===== src/rtl/blr_pkg.sv =====
`timescale 1ns / 1ps

package blr_pkg;

   localparam int COORD_BITS_DEFAULT = 12;
   localparam int QUEUE_DEPTH_DEFAULT = 2;
   localparam int COLOR_BITS = 32;

   localparam logic [COLOR_BITS-1:0] PEN_COLOR_RESET = 32'h00FF_FFFF;

   typedef logic [1:0] move_type;

   localparam move_type MOVE_NONE = 2'd0;
   localparam move_type MOVE_INC  = 2'd1;
   localparam move_type MOVE_DEC  = 2'd3;

   localparam logic CMD_START   = 1'b0;
   localparam logic CMD_ADVANCE = 1'b1;

endpackage


===== src/rtl/bresenham_line_rasterizer_unit.sv =====
// An accepted request word passes the front register, the queue and the back output register before its response word.
// Throughput: one word per cycle while neither side stalls, set by the error update in the back stage.
// A two-entry queue between front and back lets either side stall on its own.
// Reset is synchronous and active high; it ends any line and sets the pen color
// to 0x00FFFFFF.
`timescale 1ns / 1ps

module bresenham_line_rasterizer_unit
   import blr_pkg::*;
#(
   parameter int COORD_BITS  = COORD_BITS_DEFAULT,
   parameter int QUEUE_DEPTH = QUEUE_DEPTH_DEFAULT
) (
   input  logic                  clock,
   input  logic                  reset,
   input  logic                  csr_write_enable,
   input  logic [COLOR_BITS-1:0] csr_write_data,
   input  logic                  req_valid,
   output logic                  req_stall,
   input  logic                  req_command,
   input  logic [COORD_BITS-1:0] req_start_x,
   input  logic [COORD_BITS-1:0] req_start_y,
   input  logic [COORD_BITS-1:0] req_end_x,
   input  logic [COORD_BITS-1:0] req_end_y,
   output logic                  rsp_valid,
   input  logic                  rsp_stall,
   output logic [COORD_BITS-1:0] rsp_pixel_x,
   output logic [COORD_BITS-1:0] rsp_pixel_y,
   output logic [COLOR_BITS-1:0] rsp_pixel_color,
   output logic                  rsp_valid_res,
   output logic                  rsp_last
);

   localparam int ITEM_BITS = 4 * COORD_BITS + 9;

   logic                 push_valid;
   logic                 push_full;
   logic [ITEM_BITS-1:0] push_data;
   logic                 pop_valid;
   logic                 pop_ready;
   logic [ITEM_BITS-1:0] pop_data;

   blr_front #(
      .COORD_BITS(COORD_BITS)
   ) u_front (
      .clock       (clock),
      .reset       (reset),
      .req_valid   (req_valid),
      .req_stall   (req_stall),
      .req_command (req_command),
      .req_start_x (req_start_x),
      .req_start_y (req_start_y),
      .req_end_x   (req_end_x),
      .req_end_y   (req_end_y),
      .push_valid  (push_valid),
      .push_full   (push_full),
      .push_data   (push_data)
   );

   blr_queue #(
      .WIDTH(ITEM_BITS),
      .DEPTH(QUEUE_DEPTH)
   ) u_queue (
      .clock      (clock),
      .reset      (reset),
      .push_valid (push_valid),
      .push_full  (push_full),
      .push_data  (push_data),
      .pop_valid  (pop_valid),
      .pop_ready  (pop_ready),
      .pop_data   (pop_data)
   );

   blr_back #(
      .COORD_BITS(COORD_BITS)
   ) u_back (
      .clock            (clock),
      .reset            (reset),
      .csr_write_enable (csr_write_enable),
      .csr_write_data   (csr_write_data),
      .pop_valid        (pop_valid),
      .pop_ready        (pop_ready),
      .pop_data         (pop_data),
      .rsp_valid        (rsp_valid),
      .rsp_stall        (rsp_stall),
      .rsp_pixel_x      (rsp_pixel_x),
      .rsp_pixel_y      (rsp_pixel_y),
      .rsp_pixel_color  (rsp_pixel_color),
      .rsp_valid_res    (rsp_valid_res),
      .rsp_last         (rsp_last)
   );

endmodule


===== src/rtl/blr_front.sv =====
`timescale 1ns / 1ps

module blr_front
   import blr_pkg::*;
#(
   parameter int COORD_BITS = COORD_BITS_DEFAULT,
   localparam int ITEM_BITS = 4 * COORD_BITS + 9
) (
   input  logic                  clock,
   input  logic                  reset,
   input  logic                  req_valid,
   output logic                  req_stall,
   input  logic                  req_command,
   input  logic [COORD_BITS-1:0] req_start_x,
   input  logic [COORD_BITS-1:0] req_start_y,
   input  logic [COORD_BITS-1:0] req_end_x,
   input  logic [COORD_BITS-1:0] req_end_y,
   output logic                  push_valid,
   input  logic                  push_full,
   output logic [ITEM_BITS-1:0]  push_data
);

   typedef struct packed {
      logic                  is_start;
      logic [COORD_BITS-1:0] x;
      logic [COORD_BITS-1:0] y;
      logic [COORD_BITS-1:0] limit;
      logic [COORD_BITS-1:0] step;
      move_type              major_x;
      move_type              major_y;
      move_type              minor_x;
      move_type              minor_y;
   } item_type;

   logic                  front_valid_ff;
   logic                  front_valid_in;
   item_type              item_ff;
   item_type              item_in;
   logic                  accept;
   logic                  push;
   logic [COORD_BITS-1:0] dx;
   logic [COORD_BITS-1:0] dy;
   move_type              sx;
   move_type              sy;
   logic                  x_major;

   assign req_stall  = front_valid_ff & push_full;
   assign accept     = req_valid & ~req_stall;
   assign push       = front_valid_ff & ~push_full;
   assign push_valid = front_valid_ff;
   assign push_data  = item_ff;

   // Work out the deltas, directions and major axis of a start word.
   always_comb begin
      dx      = (req_end_x >= req_start_x) ? (req_end_x - req_start_x)
                                           : (req_start_x - req_end_x);
      dy      = (req_end_y >= req_start_y) ? (req_end_y - req_start_y)
                                           : (req_start_y - req_end_y);
      sx      = (req_end_x >= req_start_x) ? MOVE_INC : MOVE_DEC;
      sy      = (req_end_y >= req_start_y) ? MOVE_INC : MOVE_DEC;
      x_major = (dx >= dy);

      item_in.is_start = (req_command == CMD_START);
      item_in.x        = req_start_x;
      item_in.y        = req_start_y;
      if (x_major) begin
         item_in.limit   = dx;
         item_in.step    = dy;
         item_in.major_x = sx;
         item_in.major_y = MOVE_NONE;
         item_in.minor_x = MOVE_NONE;
         item_in.minor_y = sy;
      end else begin
         item_in.limit   = dy;
         item_in.step    = dx;
         item_in.major_x = MOVE_NONE;
         item_in.major_y = sy;
         item_in.minor_x = sx;
         item_in.minor_y = MOVE_NONE;
      end
   end

   always_comb begin
      if (accept) begin
         front_valid_in = 1'b1;
      end else if (push) begin
         front_valid_in = 1'b0;
      end else begin
         front_valid_in = front_valid_ff;
      end
   end

   always_ff @(posedge clock) begin
      if (reset) begin
         front_valid_ff <= 1'b0;
      end else begin
         front_valid_ff <= front_valid_in;
      end
   end

   always_ff @(posedge clock) begin
      if (accept) begin
         item_ff <= item_in;
      end
   end

endmodule


===== src/rtl/blr_queue.sv =====
`timescale 1ns / 1ps

module blr_queue
   import blr_pkg::*;
#(
   parameter int WIDTH = 8,
   parameter int DEPTH = QUEUE_DEPTH_DEFAULT,
   localparam int PTR_BITS = (DEPTH > 1) ? $clog2(DEPTH) : 1,
   localparam int CNT_BITS = $clog2(DEPTH + 1)
) (
   input  logic             clock,
   input  logic             reset,
   input  logic             push_valid,
   output logic             push_full,
   input  logic [WIDTH-1:0] push_data,
   output logic             pop_valid,
   input  logic             pop_ready,
   output logic [WIDTH-1:0] pop_data
);

   logic [WIDTH-1:0]    entry_ff [DEPTH];
   logic [PTR_BITS-1:0] wr_ptr_ff;
   logic [PTR_BITS-1:0] wr_ptr_in;
   logic [PTR_BITS-1:0] rd_ptr_ff;
   logic [PTR_BITS-1:0] rd_ptr_in;
   logic [CNT_BITS-1:0] count_ff;
   logic [CNT_BITS-1:0] count_in;
   logic                push;
   logic                pop;

   assign push_full = (count_ff == CNT_BITS'(DEPTH));
   assign pop_valid = (count_ff != '0);
   assign push      = push_valid & ~push_full;
   assign pop       = pop_valid & pop_ready;
   assign pop_data  = entry_ff[rd_ptr_ff];

   always_comb begin
      wr_ptr_in = wr_ptr_ff;
      rd_ptr_in = rd_ptr_ff;
      count_in  = count_ff;
      if (push) begin
         wr_ptr_in = (wr_ptr_ff == PTR_BITS'(DEPTH - 1)) ? '0 : wr_ptr_ff + 1'b1;
      end
      if (pop) begin
         rd_ptr_in = (rd_ptr_ff == PTR_BITS'(DEPTH - 1)) ? '0 : rd_ptr_ff + 1'b1;
      end
      if (push && !pop) begin
         count_in = count_ff + 1'b1;
      end else if (pop && !push) begin
         count_in = count_ff - 1'b1;
      end
   end

   always_ff @(posedge clock) begin
      if (reset) begin
         wr_ptr_ff <= '0;
         rd_ptr_ff <= '0;
         count_ff  <= '0;
      end else begin
         wr_ptr_ff <= wr_ptr_in;
         rd_ptr_ff <= rd_ptr_in;
         count_ff  <= count_in;
      end
   end

   always_ff @(posedge clock) begin
      if (push) begin
         entry_ff[wr_ptr_ff] <= push_data;
      end
   end

endmodule


===== src/rtl/blr_back.sv =====
`timescale 1ns / 1ps

module blr_back
   import blr_pkg::*;
#(
   parameter int COORD_BITS = COORD_BITS_DEFAULT,
   localparam int ITEM_BITS = 4 * COORD_BITS + 9
) (
   input  logic                  clock,
   input  logic                  reset,
   input  logic                  csr_write_enable,
   input  logic [COLOR_BITS-1:0] csr_write_data,
   input  logic                  pop_valid,
   output logic                  pop_ready,
   input  logic [ITEM_BITS-1:0]  pop_data,
   output logic                  rsp_valid,
   input  logic                  rsp_stall,
   output logic [COORD_BITS-1:0] rsp_pixel_x,
   output logic [COORD_BITS-1:0] rsp_pixel_y,
   output logic [COLOR_BITS-1:0] rsp_pixel_color,
   output logic                  rsp_valid_res,
   output logic                  rsp_last
);

   typedef struct packed {
      logic                  is_start;
      logic [COORD_BITS-1:0] x;
      logic [COORD_BITS-1:0] y;
      logic [COORD_BITS-1:0] limit;
      logic [COORD_BITS-1:0] step;
      move_type              major_x;
      move_type              major_y;
      move_type              minor_x;
      move_type              minor_y;
   } item_type;

   function automatic logic [COORD_BITS-1:0] move_coord(input logic [COORD_BITS-1:0] c,
                                                        input move_type code);
      logic [COORD_BITS-1:0] result;
      case (code)
         MOVE_INC: result = c + 1'b1;
         MOVE_DEC: result = c - 1'b1;
         default:  result = c;
      endcase
      return result;
   endfunction

   item_type              item;
   logic                  fire;

   logic [COLOR_BITS-1:0] pen_color_ff;
   logic [COORD_BITS-1:0] cur_x_ff;
   logic [COORD_BITS-1:0] cur_x_in;
   logic [COORD_BITS-1:0] cur_y_ff;
   logic [COORD_BITS-1:0] cur_y_in;
   logic [COORD_BITS:0]   accum_ff;
   logic [COORD_BITS:0]   accum_in;
   logic [COORD_BITS-1:0] limit_ff;
   logic [COORD_BITS-1:0] limit_in;
   logic [COORD_BITS-1:0] step_ff;
   logic [COORD_BITS-1:0] step_in;
   move_type              major_x_ff;
   move_type              major_x_in;
   move_type              major_y_ff;
   move_type              major_y_in;
   move_type              minor_x_ff;
   move_type              minor_x_in;
   move_type              minor_y_ff;
   move_type              minor_y_in;
   logic [COORD_BITS-1:0] left_ff;
   logic [COORD_BITS-1:0] left_in;
   logic                  active_ff;
   logic                  active_in;

   logic                  out_valid_ff;
   logic                  out_valid_in;
   logic [COORD_BITS-1:0] out_x_ff;
   logic [COORD_BITS-1:0] out_x_in;
   logic [COORD_BITS-1:0] out_y_ff;
   logic [COORD_BITS-1:0] out_y_in;
   logic [COLOR_BITS-1:0] out_color_ff;
   logic [COLOR_BITS-1:0] out_color_in;
   logic                  out_res_ff;
   logic                  out_res_in;
   logic                  out_last_ff;
   logic                  out_last_in;

   logic [COORD_BITS:0]   sum;
   logic                  take_minor;
   logic [COORD_BITS-1:0] mid_x;
   logic [COORD_BITS-1:0] mid_y;
   logic [COORD_BITS-1:0] left_dec;

   assign item      = pop_data;
   assign pop_ready = ~out_valid_ff | ~rsp_stall;
   assign fire      = pop_valid & pop_ready;

   assign rsp_valid       = out_valid_ff;
   assign rsp_pixel_x     = out_x_ff;
   assign rsp_pixel_y     = out_y_ff;
   assign rsp_pixel_color = out_color_ff;
   assign rsp_valid_res   = out_res_ff;
   assign rsp_last        = out_last_ff;

   always_comb begin
      sum        = accum_ff + {1'b0, step_ff};
      take_minor = (sum >= {1'b0, limit_ff});
      mid_x      = take_minor ? move_coord(cur_x_ff, minor_x_ff) : cur_x_ff;
      mid_y      = take_minor ? move_coord(cur_y_ff, minor_y_ff) : cur_y_ff;
      left_dec   = left_ff - 1'b1;

      cur_x_in   = cur_x_ff;
      cur_y_in   = cur_y_ff;
      accum_in   = accum_ff;
      limit_in   = limit_ff;
      step_in    = step_ff;
      major_x_in = major_x_ff;
      major_y_in = major_y_ff;
      minor_x_in = minor_x_ff;
      minor_y_in = minor_y_ff;
      left_in    = left_ff;
      active_in  = active_ff;

      out_valid_in = out_valid_ff & rsp_stall;
      out_x_in     = out_x_ff;
      out_y_in     = out_y_ff;
      out_color_in = out_color_ff;
      out_res_in   = out_res_ff;
      out_last_in  = out_last_ff;

      if (fire) begin
         out_valid_in = 1'b1;
         if (item.is_start) begin
            cur_x_in     = item.x;
            cur_y_in     = item.y;
            accum_in     = {2'b00, item.limit[COORD_BITS-1:1]};
            limit_in     = item.limit;
            step_in      = item.step;
            major_x_in   = item.major_x;
            major_y_in   = item.major_y;
            minor_x_in   = item.minor_x;
            minor_y_in   = item.minor_y;
            left_in      = item.limit;
            active_in    = (item.limit != '0);
            out_x_in     = item.x;
            out_y_in     = item.y;
            out_color_in = pen_color_ff;
            out_res_in   = 1'b1;
            out_last_in  = (item.limit == '0);
         end else if (active_ff) begin
            accum_in     = take_minor ? (sum - {1'b0, limit_ff}) : sum;
            cur_x_in     = move_coord(mid_x, major_x_ff);
            cur_y_in     = move_coord(mid_y, major_y_ff);
            left_in      = left_dec;
            active_in    = (left_dec != '0);
            out_x_in     = cur_x_in;
            out_y_in     = cur_y_in;
            out_color_in = pen_color_ff;
            out_res_in   = 1'b1;
            out_last_in  = (left_dec == '0);
         end else begin
            out_x_in     = '0;
            out_y_in     = '0;
            out_color_in = '0;
            out_res_in   = 1'b0;
            out_last_in  = 1'b0;
         end
      end
   end

   always_ff @(posedge clock) begin
      if (reset) begin
         pen_color_ff <= PEN_COLOR_RESET;
         cur_x_ff     <= '0;
         cur_y_ff     <= '0;
         accum_ff     <= '0;
         limit_ff     <= '0;
         step_ff      <= '0;
         major_x_ff   <= MOVE_NONE;
         major_y_ff   <= MOVE_NONE;
         minor_x_ff   <= MOVE_NONE;
         minor_y_ff   <= MOVE_NONE;
         left_ff      <= '0;
         active_ff    <= 1'b0;
         out_valid_ff <= 1'b0;
      end else begin
         if (csr_write_enable) begin
            pen_color_ff <= csr_write_data;
         end
         cur_x_ff     <= cur_x_in;
         cur_y_ff     <= cur_y_in;
         accum_ff     <= accum_in;
         limit_ff     <= limit_in;
         step_ff      <= step_in;
         major_x_ff   <= major_x_in;
         major_y_ff   <= major_y_in;
         minor_x_ff   <= minor_x_in;
         minor_y_ff   <= minor_y_in;
         left_ff      <= left_in;
         active_ff    <= active_in;
         out_valid_ff <= out_valid_in;
      end
   end

   always_ff @(posedge clock) begin
      out_x_ff     <= out_x_in;
      out_y_ff     <= out_y_in;
      out_color_ff <= out_color_in;
      out_res_ff   <= out_res_in;
      out_last_ff  <= out_last_in;
   end

endmodule


===== config.mk =====
export PLATFORM = sky130hd
export DESIGN_NAME = bresenham_line_rasterizer_unit
export DESIGN_NICKNAME = d
export VERILOG_FILES = /design/src/rtl/blr_pkg.sv /design/src/rtl/bresenham_line_rasterizer_unit.sv /design/src/rtl/blr_front.sv /design/src/rtl/blr_queue.sv /design/src/rtl/blr_back.sv
export SDC_FILE = /design/constraint.sdc
export NUM_CORES = 1
export LEC_CHECK = 0
export BUFFER_PORTS_ARGS = -buffer_cell sky130_fd_sc_hd__buf_2
export CAP_MARGIN = 20
export CORE_UTILIZATION = 47
export CTS_CLUSTER_SIZE = 30
export DETAILED_ROUTE_END_ITERATION = 16
export PLACE_DENSITY = 0.74
export SLEW_MARGIN = 40
export SYNTH_ARGS = -nofsm -noshare
export SYNTH_HDL_FRONTEND = slang
export SYNTH_SLANG_ARGS = --single-unit

===== constraint.sdc =====
create_clock -name clock -period 7 [get_ports clock]
set_clock_uncertainty 0.05 [all_clocks]
set_input_delay 0 -clock clock [delete_from_list [all_inputs] [get_ports clock]]
set_output_delay 0 -clock clock [all_outputs]
set_load 0.02 [all_outputs]

* Word-level counts from Yosys, hierarchy flattened
Memories as Yosys holds them, arrays and structs flattened. A register that Yosys moved wholly into a read port is not among the register bits.
Index checks and enable logic that the tools add are counted.
** Storage, ports and cells
- Register bits after elaboration :: 235
- RAM bits :: 114
- Output and inout port bits :: 60
- Memories kept :: 1
** Operators by class
- Add/subtract/negate cells :: 19
- $lt $le $gt $ge :: 4
- Equality and inequality tests :: 9
- Mux-type cells :: 42
- Bitwise operators :: 11
- Reductions and logical operators :: 14
** Memory list
- u_queue.entry_ff :: words 2, width 57, rd ports 1, clocked after memory_dff 1, write ports 1, line blr_queue.sv:21 : logic [WIDTH-1:0] entry_ff [DEPTH];
** Operators by type and width (number)
- 2-to-1 mux 12 bit :: 14
- 2-to-1 mux 32 bit :: 3
- case mux 12 bit (2 select lines) :: 4
- subtractor 12 x 1 -> 12 bit (second input constant) :: 5
- adder 12 x 1 -> 12 bit (second input constant) :: 4
- subtractor 12 bit :: 4
- 2-to-1 mux 13 bit :: 3
- greater-or-equal comparator 12 bit :: 3
- logical NOT 12 bit :: 2
- nonzero test 12 bit :: 2
- 2-to-1 mux 1 bit :: 14
- adder 13 x 12 -> 13 bit :: 1
- greater-or-equal comparator 13 x 12 -> 1 bit :: 1
- subtractor 13 x 12 -> 13 bit :: 1
- == test 2 bit (second input constant) :: 5
- == test 2 x 1 -> 1 bit (second input constant) :: 4
- 2-to-1 mux 2 bit :: 4
- nonzero test 2 bit :: 4
- bitwise AND 1 bit :: 5
- NOT 1 bit :: 5
- AND reduction 2 bit :: 2
- adder 1 bit (second input constant) :: 2
- adder 2 x 1 -> 2 bit (second input constant) :: 1
- logical AND 1 bit :: 2
- other kinds (3) :: 4

* Longest topological paths before layout
- Depth in word-level cells :: 7
- Gate-level depth with buffers :: 31
- Gate-level depth less buffers :: 30

* Hierarchy
A second synthesis with hierarchy kept.
** Second synthesis, totals
- Cell total of the unflattened synthesis :: 1882
- Area total of the unflattened synthesis :: 19439.9 sq um
** Modules (own cells, without submodules)
- blr_back :: times used 1, cells each 1216, area each 10520.1 sq um, sequential area each 4043.9 sq um
- blr_front :: times used 1, cells each 464, area each 4583.1 sq um, sequential area each 1671.6 sq um
- blr_queue :: times used 1, cells each 202, area each 4336.7 sq um, sequential area each 3523.4 sq um

* Worst setup path after synthesis
OpenSTA, ideal clock, no wires.
- Kind :: reg2reg
- From :: reg u_back.step_ff[1]
- To :: reg u_back.out_x_ff[10] (netlist: u_back.rsp_pixel_x[10]) (data pin)
- Data arrival time :: 5.622 ns
- Required time :: 6.681 ns
- Path slack :: 1.058 ns
- Stages on the path, launching flop included :: 30
- Path buffers :: 0
- Clock period less this slack :: 5.942 ns
- Path through :: dfxtp_1 ha_1 a21o_1 a21oi_1 o21bai_1 a21oi_1 o21ai_0 a31o_2 a21oi_1 o21bai_1 a21oi_1 xnor2_1 ha_1 nand4_1 nor2_1 a41o_1 o31ai_4 mux2_2 fa_1 a21o_1 a21oi_1 o21bai_1 a21oi_1 o21bai_1 a21oi_1 o21a_1 o221a_2 o31ai_1 nand3_1 o21ai_0
** Between the ends
- Longest elaborated chain between the ends :: 7
** RTL lines
- start: declaration :: line blr_back.sv:60 : logic [COORD_BITS-1:0] step_ff;
- start signal: assignment :: line blr_back.sv:194 : step_ff <= step_in;
- adder 13 x 12 -> 13 bit * :: line blr_back.sv:106 : sum = accum_ff + {1'b0, step_ff};
- greater-or-equal comparator 13 x 12 -> 1 bit * :: line blr_back.sv:107 : take_minor = (sum >= {1'b0, limit_ff});
- 2-to-1 mux 12 bit * :: line blr_back.sv:108 : mid_x = take_minor ? move_coord(cur_x_ff, minor_x_ff) : cur_x_ff;
- subtractor 12 x 1 -> 12 bit / adder 12 x 1 -> 12 bit (equally long branches) :: line blr_back.sv:42, blr_back.sv:41
- case mux 12 bit (2 select lines) * :: line blr_back.sv:40 : case (code)
- 2-to-1 mux 12 bit * :: line blr_back.sv:150 : end else if (active_ff) begin
- 2-to-1 mux 12 bit * :: line blr_back.sv:133 : if (item.is_start) begin
- end signal: assignment :: line blr_back.sv:206 : out_x_ff <= out_x_in;
- end: declaration :: line blr_back.sv:77 : logic [COORD_BITS-1:0] out_x_ff;
Every way passes the cells marked *; elsewhere a longest branch is shown, timed or not.
A chain may end at the register's enable or synchronous reset.

* Worst setup path after layout
- From :: reg u_back.step_ff[1]
- To :: reg u_back.out_y_ff[10] (netlist: u_back.rsp_pixel_y[10]) (data pin)
** Between the ends
- Longest elaborated chain between the ends :: 7
** RTL lines
- adder 13 x 12 -> 13 bit * :: line blr_back.sv:106
- greater-or-equal comparator 13 x 12 -> 1 bit * :: line blr_back.sv:107
- 2-to-1 mux 12 bit * :: line blr_back.sv:109 : mid_y = take_minor ? move_coord(cur_y_ff, minor_y_ff) : cur_y_ff;
- subtractor 12 x 1 -> 12 bit / adder 12 x 1 -> 12 bit (equally long branches) :: line blr_back.sv:42, blr_back.sv:41
- case mux 12 bit (2 select lines) * :: line blr_back.sv:40
- 2-to-1 mux 12 bit * :: line blr_back.sv:150
- 2-to-1 mux 12 bit * :: line blr_back.sv:133
- end signal: assignment :: line blr_back.sv:207 : out_y_ff <= out_y_in;
- end: declaration :: line blr_back.sv:79 : logic [COORD_BITS-1:0] out_y_ff;
Marked as above.

==> results.toml <==
[grt]
gr-total-overflow = 0
globalRouteTotalUtil_pct = 20.9
first_global_vias = 13600
grt_max_degree = 58
grt_pass1_wl_um = 69000
antenna_found_initial = 0

[worst_setup_path]
setup.worst_path.end_class = "flip-flop"
critPathKind = "reg2reg"
cpMostUsedCell = "a21oi_1"
crit_arrival_ns = 6.72
critPathMaxStageDelay_ns = 0.40
cp_data_required_time_ns = 7.21
ff2ff_path_depth = 30
critPathSlowestCell = "ha_1"
crit_fanout = 16
cp-start-kind = "flip-flop"

[clocking]
cts_root_buffer = "clkbuf_16"
path_clk_slew_ns = 0.06
cts_made_buffers = 37
htree_levels = 2
cts_sinks = 342
clk_latency_ns = 0.54
postCtsSetupBuffers = 0
clk_path_buf_depth = 3
cts_tree = "done"

[sta]
tightest_slew_ns = 0.803
fmax_mhz = 153
setup-violations-final = 0
relSlewSlack_pct = 46.3
setup_tns_ns = 0
grt_setup_unrepaired = "no"
hold_viol_final = 0
min_period_over_period_pct = 93.1
drv_slew = 0
finalCriticalPeriod_ns = 6.52

[logic_synthesis]
async_flop_share_pct = 0
yosysMostFrequentCell = "edfxtp_1"
synth-main-ff-cell = "edfxtp_1"
synthTopCellsByArea = "edfxtp_1, dfxtp_1, ha_1"
synth.avg_cell_area_um2 = 10.5
yosysUniqueCellTypes = 79
synth_fp_nets = 2007
ys_seq_elements = 342
synth_top_cell_area_share_pct = 35.6
yosysTopAreaCell = "edfxtp_1"
synth_area_um2 = 18800
yosysSeqAreaShare_pct = 48.3
synthTopCellsByCount = "edfxtp_1, nand2_1, nor2_1"
netlist_instances = 1784
synth-edff-count = 223
ys_warn_count = 0

[flow_run]
cap_violations = 0

[route]
finalWirelength_um = 43500
drtPass1Iterations = 5
vias = 14100
viasPerCell = 5.55
drc = 0
ant_nets = 0
avgRoutedWirePerCell_um = 17.1
drtIter0Drc = 948

[floorplanning]
rows = 72
start_util_pct = 48.2
dieWidth_um = 202
die_h_um = 202
io_pins = 146
core-area_um2 = 39000
die_area_um2 = 40800

[final_layout]
area_growth_pct = 18.0
finish.net_count = 2224
diodes = 0
fin_util_pct = 56.8
drive_above_1_share_pct = 14.8

[place]
gp_routability_congestion = 0.931
io_buffer_count = 145
hpwl_um = 30300

[power_and_ir_drop]
ir_worst_vdd_mv = 0.252
leakage_nw = 9.37
powerDensity_nw_per_um2 = 403

[min_path]
worstHoldPathType = "in2reg"
whs_path_depth = 3

[status]
status = "completed"
sequential cells by signal, indices dropped and copies added (netlist names), 2 cells and up, named ones only:
name,count
u_back.left_ff,12
u_back.limit_ff,12
u_back.cur_y_ff,12
u_front.push_data,55
u_back.accum_ff,13
u_queue.count_ff,2
u_back.minor_x_ff,2
u_back.step_ff,12
u_back.minor_y_ff,2
u_back.rsp_pixel_x,12
u_back.cur_x_ff,12
u_back.pen_color_ff,32
u_back.rsp_pixel_color,32
u_queue.entry_ff,110
u_back.rsp_pixel_y,12
metrics by stage:
stage	worst slack, ns	total power (W)	std cells	hold slack (ns)	instance area (um2)
detailed placement	0.546	0.00690	2393	0.168	20000
CTS	0.453	0.00893	2546	0.00389	22100
finish	0.482	0.00892	2546	0.0113	22200
floorplan	1.06	0.00587	1784	0.0489	18800
global placement	0.672	0.00681	2393	0.164	20000
global route	0.0372	0.00947	2546	0.0314	22200
metal layers:
metal	up-vias	part of all wire [%]	global-route usage (%)	wire length, um
met5	-	0	0	0
met4	0	2.6	6.28	1150
met3	81	5.9	2.53	2570
met2	479	46	34.7	20100
met1	6696	45	28.5	19700
li1	6885	-	-	-
where the power goes:
part           internal, W  total (W)  switching, W  leakage, nW
registers          0.00279    0.00306      0.000266         3.08
logic              0.00147    0.00391       0.00244         5.69
clock network      0.00115    0.00195      0.000804        0.594
cell usage in the layout, fill, tap and decap left out, drive strengths merged, types with 11 or more instances in the layout:
cell type	n
inv	118
xor2	31
and2	40
nor3	32
and3	11
nor2b	16
a21oi	131
mux2i	102
xnor2	54
nor2	132
dfxtp	119
a21o	64
nand3	18
dlygate4sd3	87
clkinv	14
or3	12
mux2	27
buf	168
o31ai	13
a211oi	40
o21ai	73
clkbuf	42
nand2	156
a31oi	22
o21a	12
ha	127
o21bai	16
edfxtp	223
worst paths after layout:
check	startpoint	end	slack [ns]
hold reg to reg	u_front.push_data[48]	u_queue.entry_ff[0][48]	0.39
hold / removal	csr_write_enable	u_back.pen_color_ff[14]	0.01
setup reg to reg	u_back.step_ff[1]	u_back.rsp_pixel_y[10]	0.48
setup / recovery	u_back.step_ff[1]	u_back.rsp_pixel_y[10]	0.48
worst max-delay path, delay by kind of cell, from the launching register on:
family / cells / cell delay (ns)
compound gates: 22 / 4.15
xor+xnor: 1 / 0.17
fa+ha+maj: 3 / 1.00
buf+inv: 1 / 0.28
flops: 1 / 0.33
simple gates: 3 / 0.25
area by class of cell:
type,count,area [um2]
Sequential cell,342,9080
Tap cell,518,648
Fill cell,3209,16800
Inverter,116,435
Clock buffer,42,955
Clock inverter,24,284
Multi-Input combinational cell,1249,8980
Timing Repair Buffer,255,1780
logic make-up (layout without fill, tap and decap cells):
group | after synthesis | after routing | share of synthesized area [%]
flip-flops | 342 | 342 | 48.3
adder cells (fa/ha/maj) | 137 | 137 | 9.52
buffers and inverters | 193 | 437 | 4.18
AND/OR/NAND/NOR | 462 | 462 | 11.5
XOR/XNOR | 85 | 85 | 3.96
multiplexers | 129 | 129 | 7.05
AO/OA/AOI/OAI | 436 | 436 | 15.4
timing repair:
| item | CTS | global route |
|---|---|---|
| resized for setup | 0 | 5 |
| hold buffers | 87 | 0 |
| setup endpoints to repair | 0 | 8 |
| endpoints found under the hold margin | 64 | 0 |
(Power assumes the default switching activity.)
